**config.mk**
```make
export PLATFORM = sky130hd
export DESIGN_NAME = utf8_glyph_address_mapper_top_flat
export DESIGN_NICKNAME = d
export VERILOG_FILES = /design/src/design/uga_pkg.sv /design/src/design/uga_byte_if.sv /design/src/design/uga_glyph_if.sv /design/src/design/utf8_glyph_address_mapper_top.sv /design/src/design/uga_front.sv /design/src/design/uga_queue.sv /design/src/design/uga_back.sv /design/src/flat_wrapper.sv
export SDC_FILE = /design/constraint.sdc
export NUM_CORES = 1
export LEC_CHECK = 0
export BUFFER_PORTS_ARGS = -buffer_cell sky130_fd_sc_hd__buf_2
export CORE_ASPECT_RATIO = 0.5
export CORE_UTILIZATION = 65
export DETAILED_ROUTE_END_ITERATION = 10
export HOLD_SLACK_MARGIN = 0.05
export PLACE_DENSITY = 0.85
export SLEW_MARGIN = 10
export SYNTH_ARGS = -nofsm -noshare
export SYNTH_HDL_FRONTEND = slang
export SYNTH_SLANG_ARGS = --single-unit
```
**constraint.sdc**
```tcl
create_clock -name clk -period 11.7 [get_ports clk]
set_input_delay 1.17 -clock clk [delete_from_list [all_inputs] [get_ports clk]]
set_output_delay 1.17 -clock clk [all_outputs]
set_load 0.1 [all_outputs]
```
**src/design/uga_pkg.sv**
```systemverilog
// Shared types, constants and range-table functions for the UTF-8 glyph address mapper.
package uga_pkg;

    localparam int QUEUE_DEPTH_DEFAULT = 2;

    localparam int CP_W   = 21;
    localparam int ADDR_W = 21;
    localparam int LEN_W  = 6;
    localparam int OFS_W  = 16;

    localparam logic [LEN_W-1:0] GLYPH_BYTES_12 = LEN_W'(25);
    localparam logic [LEN_W-1:0] GLYPH_BYTES_16 = LEN_W'(33);

    localparam logic [5:0] CONT_MASK = 6'h3f;

    typedef enum logic [1:0] {
        ST_OK        = 2'd0,
        ST_BAD_CONT  = 2'd1,
        ST_NO_GLYPH  = 2'd2,
        ST_BAD_LEAD  = 2'd3
    } status_t;

    typedef enum logic [2:0] {
        RG_NONE,
        RG_ASCII,
        RG_CJK,
        RG_CJK_PUNCT,
        RG_GEN_PUNCT,
        RG_COMPAT,
        RG_FULLWIDTH
    } range_t;

    typedef struct packed {
        logic [CP_W-1:0] code_point;
        status_t         status;
        range_t          rng;
        logic            string_end;
    } dec_item_t;

    function automatic range_t glyph_range(input logic [CP_W-1:0] cp);
        range_t r;
        r = RG_NONE;
        if (cp >= CP_W'(32) && cp <= CP_W'(126)) begin
            r = RG_ASCII;
        end
        else if (cp >= CP_W'(20'h4e00) && cp <= CP_W'(20'h9fff)) begin
            r = RG_CJK;
        end
        else if (cp >= CP_W'(20'h3000) && cp <= CP_W'(20'h303f)) begin
            r = RG_CJK_PUNCT;
        end
        else if (cp >= CP_W'(20'h2000) && cp <= CP_W'(20'h206f)) begin
            r = RG_GEN_PUNCT;
        end
        else if (cp >= CP_W'(20'hfe30) && cp <= CP_W'(20'hfe4f)) begin
            r = RG_COMPAT;
        end
        else if (cp >= CP_W'(20'hff00) && cp <= CP_W'(20'hffef)) begin
            r = RG_FULLWIDTH;
        end
        return r;
    endfunction

    function automatic logic [OFS_W-1:0] range_low(input range_t r);
        logic [OFS_W-1:0] lo;
        unique case (r)
            RG_ASCII:     lo = OFS_W'(16'h0020);
            RG_CJK:       lo = OFS_W'(16'h4e00);
            RG_CJK_PUNCT: lo = OFS_W'(16'h3000);
            RG_GEN_PUNCT: lo = OFS_W'(16'h2000);
            RG_COMPAT:    lo = OFS_W'(16'hfe30);
            RG_FULLWIDTH: lo = OFS_W'(16'hff00);
            default:      lo = '0;
        endcase
        return lo;
    endfunction

    function automatic logic [ADDR_W-1:0] range_base(input range_t r, input logic big);
        logic [ADDR_W-1:0] b;
        unique case (r)
            RG_ASCII:     b = big ? ADDR_W'(538375)  : ADDR_W'(0);
            RG_CJK:       b = big ? ADDR_W'(541510)  : ADDR_W'(2375);
            RG_CJK_PUNCT: b = big ? ADDR_W'(1234246) : ADDR_W'(527175);
            RG_GEN_PUNCT: b = big ? ADDR_W'(1236358) : ADDR_W'(528775);
            RG_COMPAT:    b = big ? ADDR_W'(1240054) : ADDR_W'(531575);
            RG_FULLWIDTH: b = big ? ADDR_W'(1241110) : ADDR_W'(532375);
            default:      b = '0;
        endcase
        return b;
    endfunction

endpackage

```
**src/design/uga_byte_if.sv**
```systemverilog
// Request channel carrying one UTF-8 byte and its end-of-string flag.
interface uga_byte_if;
    logic       valid;
    logic       ready;
    logic [7:0] byte_value;
    logic       end_of_string;

    modport source (output valid, output byte_value, output end_of_string, input ready);
    modport sink   (input valid, input byte_value, input end_of_string, output ready);
endinterface

```
**src/design/uga_glyph_if.sv**
```systemverilog
// Request channel carrying one glyph lookup result.
interface uga_glyph_if;
    logic        valid;
    logic        ready;
    logic [20:0] glyph_address;
    logic [5:0]  glyph_bytes;
    logic [20:0] code_point;
    logic [1:0]  status;
    logic        string_end;

    modport source (output valid, output glyph_address, output glyph_bytes,
                    output code_point, output status, output string_end, input ready);
    modport sink   (input valid, input glyph_address, input glyph_bytes,
                    input code_point, input status, input string_end, output ready);
endinterface

```
**src/design/utf8_glyph_address_mapper_top.sv**
```systemverilog
// Top level of the UTF-8 decoder with font glyph address lookup.
//
// The byte_in channel takes one UTF-8 byte per request, with end_of_string
// set on the last byte of a string. The glyph_out channel returns at most one
// result per byte: the glyph address and record length in font flash, the
// decoded code point, a status and the end-of-string mark.
// A result is written into the queue when the byte that completes it is accepted,
// then moves into the output register and is presented from there; a stall can hold it in between.
// The block accepts one byte per cycle and delivers one result per cycle while the receiver
// does not stall; the decoder, the queue and the address stage each pass one item a cycle.
// The font size register, written through cfg_we and cfg_wdata, selects 25-byte or 33-byte
// glyph records; the user must write it only while the block is idle, which it does not enforce.
// Reset clears the decoder state, empties the queue and drops any result.
// When the receiver stalls, the output register holds its result, the queue
// fills, and byte_in.ready falls once the queue is full.
module utf8_glyph_address_mapper_top #(
    parameter int QUEUE_DEPTH = uga_pkg::QUEUE_DEPTH_DEFAULT
) (
    input  logic         clk,
    input  logic         rst_n,
    uga_byte_if.sink     byte_in,
    uga_glyph_if.source  glyph_out,
    input  logic         cfg_we,
    input  logic         cfg_wdata
);
    import uga_pkg::*;

    logic      font_size_reg;
    logic      push_valid;
    logic      push_ready;
    dec_item_t push_item;
    logic      pop_valid;
    logic      pop_ready;
    dec_item_t pop_item;

    always_ff @(posedge clk or negedge rst_n)
    begin
        if (!rst_n) begin
            font_size_reg <= 1'b0;
        end
        else if (cfg_we) begin
            font_size_reg <= cfg_wdata;
        end
    end

    uga_front u_front (
        .clk        (clk),
        .rst_n      (rst_n),
        .byte_in    (byte_in),
        .push_valid (push_valid),
        .push_item  (push_item),
        .push_ready (push_ready)
    );

    uga_queue #(
        .DEPTH (QUEUE_DEPTH)
    ) u_queue (
        .clk        (clk),
        .rst_n      (rst_n),
        .push_valid (push_valid),
        .push_item  (push_item),
        .push_ready (push_ready),
        .pop_valid  (pop_valid),
        .pop_item   (pop_item),
        .pop_ready  (pop_ready)
    );

    uga_back u_back (
        .clk       (clk),
        .rst_n     (rst_n),
        .font_size (font_size_reg),
        .pop_valid (pop_valid),
        .pop_item  (pop_item),
        .pop_ready (pop_ready),
        .glyph_out (glyph_out)
    );

endmodule

```
**src/design/uga_front.sv**
```systemverilog
// Front end: accepts bytes, runs the UTF-8 decoder and classifies each code point.
module uga_front (
    input  logic               clk,
    input  logic               rst_n,
    uga_byte_if.sink           byte_in,
    output logic               push_valid,
    output uga_pkg::dec_item_t push_item,
    input  logic               push_ready
);
    import uga_pkg::*;

    logic [1:0]      pending_reg, pending_next;
    logic [CP_W-1:0] partial_reg, partial_next;
    logic            aborted_reg, aborted_next;

    logic            accept;
    logic            emit;
    status_t         st;
    logic [CP_W-1:0] cp_out;
    range_t          rng_out;
    logic [7:0]      b;
    logic            eos;
    logic [CP_W-1:0] cont_cp;
    logic [CP_W-1:0] ascii_cp;
    range_t          rng_cont;
    range_t          rng_ascii;
    logic [1:0]      pend_dec;

    assign b        = byte_in.byte_value;
    assign eos      = byte_in.end_of_string;
    assign accept   = byte_in.valid && push_ready;
    assign cont_cp  = {partial_reg[CP_W-7:0], b[5:0] & CONT_MASK};
    assign ascii_cp = CP_W'(b);
    assign rng_cont = glyph_range(cont_cp);
    assign rng_ascii = glyph_range(ascii_cp);
    assign pend_dec = pending_reg - 2'd1;

    always_comb
    begin
        emit         = 1'b0;
        st           = ST_OK;
        cp_out       = '0;
        rng_out      = RG_NONE;
        pending_next = pending_reg;
        partial_next = partial_reg;
        aborted_next = aborted_reg;
        if (accept) begin
            if (aborted_reg) begin
                emit = 1'b0;
            end
            else if (pending_reg != 2'd0) begin
                if (b[7:6] != 2'b10) begin
                    emit         = 1'b1;
                    st           = ST_BAD_CONT;
                    cp_out       = partial_reg;
                    pending_next = 2'd0;
                    partial_next = '0;
                end
                else begin
                    pending_next = pend_dec;
                    partial_next = cont_cp;
                    if (pend_dec == 2'd0) begin
                        emit         = 1'b1;
                        cp_out       = cont_cp;
                        rng_out      = rng_cont;
                        st           = (rng_cont == RG_NONE) ? ST_NO_GLYPH : ST_OK;
                        partial_next = '0;
                    end
                    else if (eos) begin
                        emit   = 1'b1;
                        st     = ST_BAD_CONT;
                        cp_out = cont_cp;
                    end
                end
            end
            else begin
                priority if (b[7] == 1'b0) begin
                    emit    = 1'b1;
                    cp_out  = ascii_cp;
                    rng_out = rng_ascii;
                    st      = (rng_ascii == RG_NONE) ? ST_NO_GLYPH : ST_OK;
                end
                else if (b[7:5] == 3'b110) begin
                    partial_next = CP_W'(b[4:0]);
                    pending_next = 2'd1;
                end
                else if (b[7:4] == 4'b1110) begin
                    partial_next = CP_W'(b[3:0]);
                    pending_next = 2'd2;
                end
                else if (b[7:3] == 5'b11110) begin
                    partial_next = CP_W'(b[2:0]);
                    pending_next = 2'd3;
                end
                else begin
                    emit   = 1'b1;
                    st     = ST_BAD_LEAD;
                    cp_out = ascii_cp;
                end
                if (b[7:6] == 2'b11 && b[7:3] != 5'b11111 && eos) begin
                    emit   = 1'b1;
                    st     = ST_BAD_CONT;
                    cp_out = partial_next;
                end
            end
            if (eos) begin
                pending_next = 2'd0;
                partial_next = '0;
                aborted_next = 1'b0;
            end
            else if (emit && (st == ST_BAD_CONT || st == ST_NO_GLYPH)) begin
                aborted_next = 1'b1;
                pending_next = 2'd0;
                partial_next = '0;
            end
        end
    end

    always_ff @(posedge clk or negedge rst_n)
    begin
        if (!rst_n) begin
            pending_reg <= 2'd0;
            partial_reg <= '0;
            aborted_reg <= 1'b0;
        end
        else begin
            pending_reg <= pending_next;
            partial_reg <= partial_next;
            aborted_reg <= aborted_next;
        end
    end

    assign byte_in.ready          = push_ready;
    assign push_valid             = accept && emit;
    assign push_item.code_point   = cp_out;
    assign push_item.status       = st;
    assign push_item.rng          = rng_out;
    assign push_item.string_end   = eos;

endmodule

```
**src/design/uga_queue.sv**
```systemverilog
// Small FIFO of decoded code points between the decoder and the address stage.
module uga_queue #(
    parameter int DEPTH = uga_pkg::QUEUE_DEPTH_DEFAULT
) (
    input  logic               clk,
    input  logic               rst_n,
    input  logic               push_valid,
    input  uga_pkg::dec_item_t push_item,
    output logic               push_ready,
    output logic               pop_valid,
    output uga_pkg::dec_item_t pop_item,
    input  logic               pop_ready
);
    import uga_pkg::*;

    localparam int PW = (DEPTH > 1) ? $clog2(DEPTH) : 1;
    localparam int CW = $clog2(DEPTH + 1);

    dec_item_t       mem_reg [DEPTH];
    logic [PW-1:0]   wr_ptr_reg, wr_ptr_next;
    logic [PW-1:0]   rd_ptr_reg, rd_ptr_next;
    logic [CW-1:0]   count_reg, count_next;
    logic            push;
    logic            pop;

    assign push_ready = (count_reg != CW'(DEPTH));
    assign pop_valid  = (count_reg != '0);
    assign push       = push_valid && push_ready;
    assign pop        = pop_ready && pop_valid;
    assign pop_item   = mem_reg[rd_ptr_reg];

    always_comb
    begin
        wr_ptr_next = wr_ptr_reg;
        rd_ptr_next = rd_ptr_reg;
        count_next  = count_reg;
        if (push) begin
            wr_ptr_next = (wr_ptr_reg == PW'(DEPTH - 1)) ? '0 : wr_ptr_reg + PW'(1);
        end
        if (pop) begin
            rd_ptr_next = (rd_ptr_reg == PW'(DEPTH - 1)) ? '0 : rd_ptr_reg + PW'(1);
        end
        if (push && !pop) begin
            count_next = count_reg + CW'(1);
        end
        else if (pop && !push) begin
            count_next = count_reg - CW'(1);
        end
    end

    always_ff @(posedge clk or negedge rst_n)
    begin
        if (!rst_n) begin
            wr_ptr_reg <= '0;
            rd_ptr_reg <= '0;
            count_reg  <= '0;
        end
        else begin
            wr_ptr_reg <= wr_ptr_next;
            rd_ptr_reg <= rd_ptr_next;
            count_reg  <= count_next;
        end
    end

    always_ff @(posedge clk)
    begin
        if (push) begin
            mem_reg[wr_ptr_reg] <= push_item;
        end
    end

endmodule

```
**src/design/uga_back.sv**
```systemverilog
// Back end: turns a classified code point into a glyph address and length.
module uga_back (
    input  logic               clk,
    input  logic               rst_n,
    input  logic               font_size,
    input  logic               pop_valid,
    input  uga_pkg::dec_item_t pop_item,
    output logic               pop_ready,
    uga_glyph_if.source        glyph_out
);
    import uga_pkg::*;

    logic              valid_reg, valid_next;
    logic [ADDR_W-1:0] addr_reg;
    logic [LEN_W-1:0]  len_reg;
    logic [CP_W-1:0]   cp_reg;
    status_t           status_reg;
    logic              end_reg;

    logic              pop;
    logic [OFS_W-1:0]  ofs;
    logic [ADDR_W-1:0] ofs_w;
    logic [ADDR_W-1:0] scaled;
    logic [ADDR_W-1:0] addr_calc;
    logic              ok;

    assign pop_ready = !valid_reg || glyph_out.ready;
    assign pop       = pop_valid && pop_ready;
    assign ok        = (pop_item.status == ST_OK);
    assign ofs       = pop_item.code_point[OFS_W-1:0] - range_low(pop_item.rng);
    assign ofs_w     = ADDR_W'(ofs);
    assign scaled    = font_size ? ((ofs_w << 5) + ofs_w)
                                 : ((ofs_w << 4) + (ofs_w << 3) + ofs_w);
    assign addr_calc = range_base(pop_item.rng, font_size) + scaled;

    always_comb
    begin
        valid_next = valid_reg;
        if (pop) begin
            valid_next = 1'b1;
        end
        else if (glyph_out.ready) begin
            valid_next = 1'b0;
        end
    end

    always_ff @(posedge clk or negedge rst_n)
    begin
        if (!rst_n) begin
            valid_reg <= 1'b0;
        end
        else begin
            valid_reg <= valid_next;
        end
    end

    always_ff @(posedge clk)
    begin
        if (pop) begin
            addr_reg   <= ok ? addr_calc : '0;
            len_reg    <= ok ? (font_size ? GLYPH_BYTES_16 : GLYPH_BYTES_12) : '0;
            cp_reg     <= pop_item.code_point;
            status_reg <= pop_item.status;
            end_reg    <= pop_item.string_end;
        end
    end

    assign glyph_out.valid         = valid_reg;
    assign glyph_out.glyph_address = addr_reg;
    assign glyph_out.glyph_bytes   = len_reg;
    assign glyph_out.code_point    = cp_reg;
    assign glyph_out.status        = status_reg;
    assign glyph_out.string_end    = end_reg;

endmodule

```
**src/flat_wrapper.sv**
```systemverilog
// flat-port wrapper written by rule: the top's interface ports become plain ports
module utf8_glyph_address_mapper_top_flat import uga_pkg::*;
#(
    parameter int QUEUE_DEPTH = uga_pkg::QUEUE_DEPTH_DEFAULT
)
  (clk, rst_n, cfg_we, cfg_wdata, byte_in_valid, byte_in_byte_value, byte_in_end_of_string, byte_in_ready, glyph_out_valid, glyph_out_glyph_address, glyph_out_glyph_bytes, glyph_out_code_point, glyph_out_status, glyph_out_string_end, glyph_out_ready);
  uga_byte_if byte_in_i ();
  uga_glyph_if glyph_out_i ();
  input  logic clk;
  input  logic rst_n;
  input  logic cfg_we;
  input  logic cfg_wdata;
  input wire logic [$bits(byte_in_i.valid)-1:0] byte_in_valid;
  input wire logic [$bits(byte_in_i.byte_value)-1:0] byte_in_byte_value;
  input wire logic [$bits(byte_in_i.end_of_string)-1:0] byte_in_end_of_string;
  output wire logic [$bits(byte_in_i.ready)-1:0] byte_in_ready;
  output wire logic [$bits(glyph_out_i.valid)-1:0] glyph_out_valid;
  output wire logic [$bits(glyph_out_i.glyph_address)-1:0] glyph_out_glyph_address;
  output wire logic [$bits(glyph_out_i.glyph_bytes)-1:0] glyph_out_glyph_bytes;
  output wire logic [$bits(glyph_out_i.code_point)-1:0] glyph_out_code_point;
  output wire logic [$bits(glyph_out_i.status)-1:0] glyph_out_status;
  output wire logic [$bits(glyph_out_i.string_end)-1:0] glyph_out_string_end;
  input wire logic [$bits(glyph_out_i.ready)-1:0] glyph_out_ready;
  assign byte_in_i.valid = byte_in_valid;
  assign byte_in_i.byte_value = byte_in_byte_value;
  assign byte_in_i.end_of_string = byte_in_end_of_string;
  assign byte_in_ready = byte_in_i.ready;
  assign glyph_out_valid = glyph_out_i.valid;
  assign glyph_out_glyph_address = glyph_out_i.glyph_address;
  assign glyph_out_glyph_bytes = glyph_out_i.glyph_bytes;
  assign glyph_out_code_point = glyph_out_i.code_point;
  assign glyph_out_status = glyph_out_i.status;
  assign glyph_out_string_end = glyph_out_i.string_end;
  assign glyph_out_i.ready = glyph_out_ready;
  utf8_glyph_address_mapper_top #(.QUEUE_DEPTH(QUEUE_DEPTH)) u_core (.clk(clk), .rst_n(rst_n), .byte_in(byte_in_i), .glyph_out(glyph_out_i), .cfg_we(cfg_we), .cfg_wdata(cfg_wdata));
endmodule
```
==> results of run 1 <==
cells in the mapped netlist (all sizes together) (3+ instances only):
library cell	number	area, µm²
mux2i	9	90.09
a31oi	14	87.58
a21oi	55	275.3
o21bai	5	41.29
buf	10	58.80
o21ai	48	240.2
fa	14	280.3
and3	7	43.79
or3	11	68.82
and2	7	43.79
clkbuf	33	123.9
a22o	18	157.7
or2	8	50.05
edfxtp	102	3063
o31ai	4	35.03
nor3	25	136.4
o21a	9	67.56
o211ai	5	37.54
a211oi	9	67.56
xor2	16	140.1
a32oi	3	26.28
o22ai	3	18.77
nand2	69	259.0
nand4	3	18.77
nor4	4	25.02
nand2b	14	87.58
a31o	4	35.03
o31a	5	43.79
a22oi	22	165.2
a211o	3	26.28
a21o	13	97.59
inv	57	216.5
nor2b	8	50.05
ha	59	738.2
dfrtp	30	750.7
mux2	24	274.0
o41ai	3	26.28
nor2	97	371.6
xnor2	36	315.3
nor3b	3	22.52
nand3	10	50.05
through the flow:
stage	instances	worst slack (ns)	hold WS, ns
detailed placement	1104	3.916	0.4845
CTS	1135	3.719	0.4990
global placement	1104	4.178	0.4706
floorplan	906	4.585	0.4561
global route	1135	2.916	0.5298
finish	1135	3.560	0.4921
worst min path at each step:
stage                                                    startpoint                                        end  depth (start not counted)
after floorplan           u_core.u_front.pending_reg[1]$_DFFE_PN0P_  u_core.u_front.pending_reg[1]$_DFFE_PN0P_                          1
after global placement    u_core.u_back.glyph_out.valid$_DFFE_PN0P_  u_core.u_back.glyph_out.valid$_DFFE_PN0P_                          2
after detailed placement  u_core.u_front.pending_reg[1]$_DFFE_PN0P_  u_core.u_front.pending_reg[1]$_DFFE_PN0P_                          1
after CTS                 u_core.u_front.pending_reg[1]$_DFFE_PN0P_  u_core.u_front.pending_reg[1]$_DFFE_PN0P_                          1
after global routing      u_core.u_front.pending_reg[1]$_DFFE_PN0P_  u_core.u_front.pending_reg[1]$_DFFE_PN0P_                          1
final                     u_core.u_front.pending_reg[1]$_DFFE_PN0P_  u_core.u_front.pending_reg[1]$_DFFE_PN0P_                          1
layer usage:
metal	vias to the layer above	global-route usage, %	wire [µm]	share of wire [%]
li1	3395	-	-	-
met1	3506	42.76	9091	42
met2	399	54.17	10500	48
met3	59	5.317	1815	8.3
met4	0	10.74	469	2.1
met5	-	0	0	0
cell type report:
type                            instances  area (µm²)  area share, %
Clock inverter                         11       78.83         0.7951
Clock buffer                           20       457.9          4.619
Sequential cell                       132        3814          38.47
Tap cell                              170       212.7          2.145
Timing Repair Buffer                   71       370.4          3.735
Inverter                               58       220.2          2.221
Multi-Input combinational cell        673        4761          48.02
worst max-delay path: cells and delay by family (launching register included):
kind / cells / cell delay [ns]
adders and majority gates: 5 / 1.90
xor gates and xnor gates: 2 / 0.22
AOI/OAI and AO/OA: 8 / 1.35
and+or+nand+nor: 13 / 2.99
DFF: 1 / 0.40
buffers and inverters: 2 / 0.29
muxes: 1 / 0.72
kinds of logic after synthesis:
family | share of synthesized area [%]
flip-flops | 42.51
adder cells (fa/ha/maj) | 11.35
AND/OR/NAND/NOR | 14.27
other | 0.04180
XOR/XNOR | 5.077
multiplexers | 4.059
AO/OA/AOI/OAI | 18.20
buffers and inverters | 4.491
==> key figures, run 1 <==
Job
  • Max-cap violation count: 0

Worst setup path
  • CP max stage cell: mux2i_1
  • Most frequent cell on the critical path: o21ai_0
  • Worst path arrival time: 8.30 ns
  • Worst path required time: 11.86 ns
  • Worst setup path startpoint: u_core.u_queue.mem_reg[1][2]$_DFFE_PP_
  • Setup crit start kind: flip-flop
  • R2R Setup Slk: 3.56 ns
  • CP max stage delay: 0.72 ns
  • CP max FO: 11
  • Reg-to-reg endpoint: u_core.u_back.glyph_out.glyph_address[20]$_SDFFCE_PP0P_
  • R2r worst-path depth: 31
  • Setup Crit Path Kind: flip-flop to flip-flop
  • Kind of end point of the critical path: flip-flop
  • R2R Path Start: u_core.u_queue.mem_reg[1][2]$_DFFE_PP_
  • Critical Path Sink: u_core.u_back.glyph_out.glyph_address[20]$_SDFFCE_PP0P_

STA
  • Unrepaired setup endpoints after global routing: no
  • Tcrit/Tclk final: 69.58%
  • Clock Skews: 0.01434 ns
  • Slew headroom: 19.09%
  • Final slew viol count: 0
  • Fmax: 122.8 MHz
  • Worst-Margin Slew: 1.209 ns
  • Setup_tns: 0 ns
  • Count of final hold-check violations: 0
  • Setup violations, final: 0
  • Final min period: 8.140 ns

Yosys
  • Register area share after synthesis: 42.51%
  • Cells after synthesis: 905
  • FFs w/ async S/R, synth: 22.73%
  • Warnings from Yosys: 0
  • Number of synthesized flops with an enable pin: 102
  • Syn avg cell area: 9.913 µm²
  • Synthesized flop and latch total: 132
  • Cell Area, Synth: 8971 µm²
  • Ys flop type: edfxtp_1
  • Library cells used by synthesis: 74

Drt
  • ANT nets after route: 0
  • Final wirelength: 21870 µm
  • 1st-iter DRT viols: 747
  • Residual DRC: 0
  • Drt via density: 6.484
  • Avg WL per Cell: 19.27 µm
  • DR vias: 7359
  • Drt pass-1 iters: 6

Die
  • I/O pin count: 68
  • FP Rows: 29
  • Core area: 13060 µm²
  • Die Y: 85.07 µm
  • Die X: 168.1 µm
  • Die footprint: 14300 µm²
  • Initial Util: 68.68%

Hold path
  • Min-Delay Path Class: flip-flop to flip-flop

Global routing
  • Vias in the first global route: 6932
  • GRT overflow: 0
  • First-pass GRT wire length: 35530 µm
  • Initial antenna violation count: 0
  • Total GRT Usage: 32.09%
  • Largest net degree at the start of global routing: 49

Finish
  • Number of fill cells: 842
  • Largest register FFs: 54
  • Commonest non-fill, non-tap cell in the layout: edfxtp_1
  • Finished Core Util: 75.90%
  • Post-Layout Inst Area: 9915 µm²
  • # nets final: 1041
  • Antenna diodes: 0
  • Share of cells above drive strength 1: 15.34%
  • Layout area overhead: 10.52%
  • Most frequent cells in the layout: 102 x edfxtp_1, 95 x nor2_1, 69 x nand2_1

CTS
  • Post-cts resize count: 0
  • H-Tree Depth: 4
  • Clk pin slew, worst setup/hold paths: 0.06 ns
  • Hold Buf Count CTS: 0
  • Clock latency on the worst-skew pair: 0.42 ns
  • CTS tree: built
  • Inserted Clock Buffers: 17
  • Clock root cell: clkbuf_16
  • Postcts setup bufs: 0
  • Sink Count: 132
  • Clock Tree Buf Depth: 2

Place
  • Placer congestion estimate: 0.9421
  • Post-detail-place hpwl: 15230 µm
  • Placed Instance Area: 9378 µm²
  • Port Buffer Count: 65

Status
  • Status: finished, final reports clean
Power of run 1 is not shown: default switching activity piles up to over one toggle a cycle in this logic, so the estimate is an artifact.
==> run 2, diff against run 1 <==
- CORE_UTILIZATION: 65 -> 55
- PLACE_DENSITY: 0.85 -> 0.77
- clock period: 11.7 -> 7.4 ns (I/O delays scaled with it)
==> key figures, run 2 (synthesis results as in run 1) <==
STA
  • Setup violations, final: 0
  • Setup_tns: 0 ns
  • Clock Skews: 0.01442 ns
  • Final min period: 6.918 ns
  • Slew headroom: 21.69%
  • Worst-Margin Slew: 1.170 ns
  • Tcrit/Tclk final: 93.49%
  • Unrepaired setup endpoints after global routing: no
  • Final slew viol count: 0
  • Fmax: 144.6 MHz
  • Count of final hold-check violations: 0

Status
  • Status: finished, final reports clean

Finish
  • Most frequent cells in the layout: 102 x edfxtp_1, 95 x nor2_1, 69 x nand2_1
  • Commonest non-fill, non-tap cell in the layout: edfxtp_1
  • Number of fill cells: 1199
  • Post-Layout Inst Area: 10200 µm²
  • Largest register FFs: 54
  • Layout area overhead: 13.68%
  • Antenna diodes: 0
  • Area of the multi-input gates: 4791 µm²
  • # nets final: 1053
  • Finished Core Util: 65.15%
  • Share of cells above drive strength 1: 17.28%
  • Register Area: 3815 µm²

Worst setup path
  • CP max stage delay: 0.55 ns
  • Setup crit start kind: flip-flop
  • Kind of end point of the critical path: flip-flop
  • Worst path required time: 7.57 ns
  • Most frequent cell on the critical path: nor2_1
  • CP max FO: 7
  • CP max stage cell: fa_1
  • Setup Crit Path Kind: flip-flop to flip-flop
  • Worst path arrival time: 7.09 ns
  • R2R Setup Slk: 0.48 ns

Die
  • Die X: 182.6 µm
  • Core area: 15660 µm²
  • Die footprint: 16860 µm²
  • I/O pin count: 68
  • FP Rows: 32
  • Initial Util: 57.30%
  • Die Y: 92.31 µm

Drt
  • Avg WL per Cell: 17.61 µm
  • Final wirelength: 21120 µm
  • 1st-iter DRT viols: 656
  • Met2 wire length: 9796 µm
  • Drt pass-1 iters: 5
  • Drt via density: 5.972
  • Met3 wire len: 1308 µm
  • ANT nets after route: 0
  • Top sig layer: met4
  • M1 WL: 9579 µm
  • DR vias: 7161
  • Residual DRC: 0

CTS
  • Clock root cell: clkbuf_16
  • Hold Buf Count CTS: 0
  • Postcts setup bufs: 0
  • H-Tree Depth: 4
  • Clk pin slew, worst setup/hold paths: 0.07 ns
  • Inserted Clock Buffers: 17
  • Post-cts resize count: 0
  • Clock latency on the worst-skew pair: 0.43 ns
  • Clock Tree Buf Depth: 2
  • Sink Count: 132
  • CTS tree: built

Global routing
  • Largest net degree at the start of global routing: 49
  • First-pass GRT wire length: 35020 µm
  • Initial antenna violation count: 0
  • Total GRT Usage: 26.66%
  • Vias in the first global route: 6841
  • GRT overflow: 0

Hold path
  • Min-Delay Path Class: input pin to asynchronous set/reset pin

Place
  • Post-detail-place hpwl: 15480 µm
  • Placer congestion estimate: 0.9768
  • Placed Instance Area: 9532 µm²
  • Port Buffer Count: 65

Job
  • Max-cap violation count: 0
run 2: changes by cell type in the layout (fill, tap and decap cells not counted), sizes merged:
cell,change
bufinv,+3
inv,+7
buf,+12
clkbuf,-3
clkinvlp,+2
clkinv,-8
run 2: through the flow:
stage	instances	hold WS (ns)	worst slack, ns
5_1_grt	1199	0.4415	0.03727
3_3_place_gp	1167	0.4749	0.5594
2_1_floorplan	906	0.4444	0.2852
4_1_cts	1199	0.3965	0.2992
3_5_place_dp	1167	0.4805	0.3236
6_report	1199	0.3778	0.4820
run 2: worst paths after layout:
| kind | from | endpoint | cells after the start |
|---|---|---|---|
| max reg2reg | u_core.u_queue.rd_ptr_reg$_DFFE_PN0P_ | u_core.u_back.glyph_out.glyph_address[20]$_SDFFCE_PP0P_ | 30 |
| max | u_core.u_queue.rd_ptr_reg$_DFFE_PN0P_ | u_core.u_back.glyph_out.glyph_address[20]$_SDFFCE_PP0P_ | 30 |
| min in group clk | u_core.u_front.pending_reg[1]$_DFFE_PN0P_ | u_core.u_front.pending_reg[1]$_DFFE_PN0P_ | 1 |
| min | rst_n | u_core.font_size_reg$_DFFE_PN0P_ | 1 |
| max in group asynchronous | rst_n | u_core.u_queue.rd_ptr_reg$_DFFE_PN0P_ | 1 |
| min reg2reg | u_core.u_front.pending_reg[1]$_DFFE_PN0P_ | u_core.u_front.pending_reg[1]$_DFFE_PN0P_ | 1 |
run 2: area by class of cell:
cell class | count | share of cell area, %
inverter | 58 | 2.159
clock inverter | 15 | 2.061
timing repair buffer | 83 | 4.515
clock buffer | 17 | 4.171
sequential | 132 | 37.41
multi-input combinational | 673 | 46.98
tap | 221 | 2.711
run 2: critical path: cells and delay by family, from the launching register on:
family	cells	cell delay [ns]
fa+ha+maj	5	1.74
simple gates	9	1.51
flops	1	0.46
buf+inv	3	0.26
mux	1	0.29
compound gates	9	1.89
xor+xnor	3	0.50
run 2: routing by layer:
metal / vias to the layer above / track usage [%]
li1: 3416 / -
met5: - / 0
met1: 3427 / 36.63
met2: 274 / 42.75
met3: 44 / 5.505
met4: 0 / 7.983
Power of run 2 is left out for the same reason.
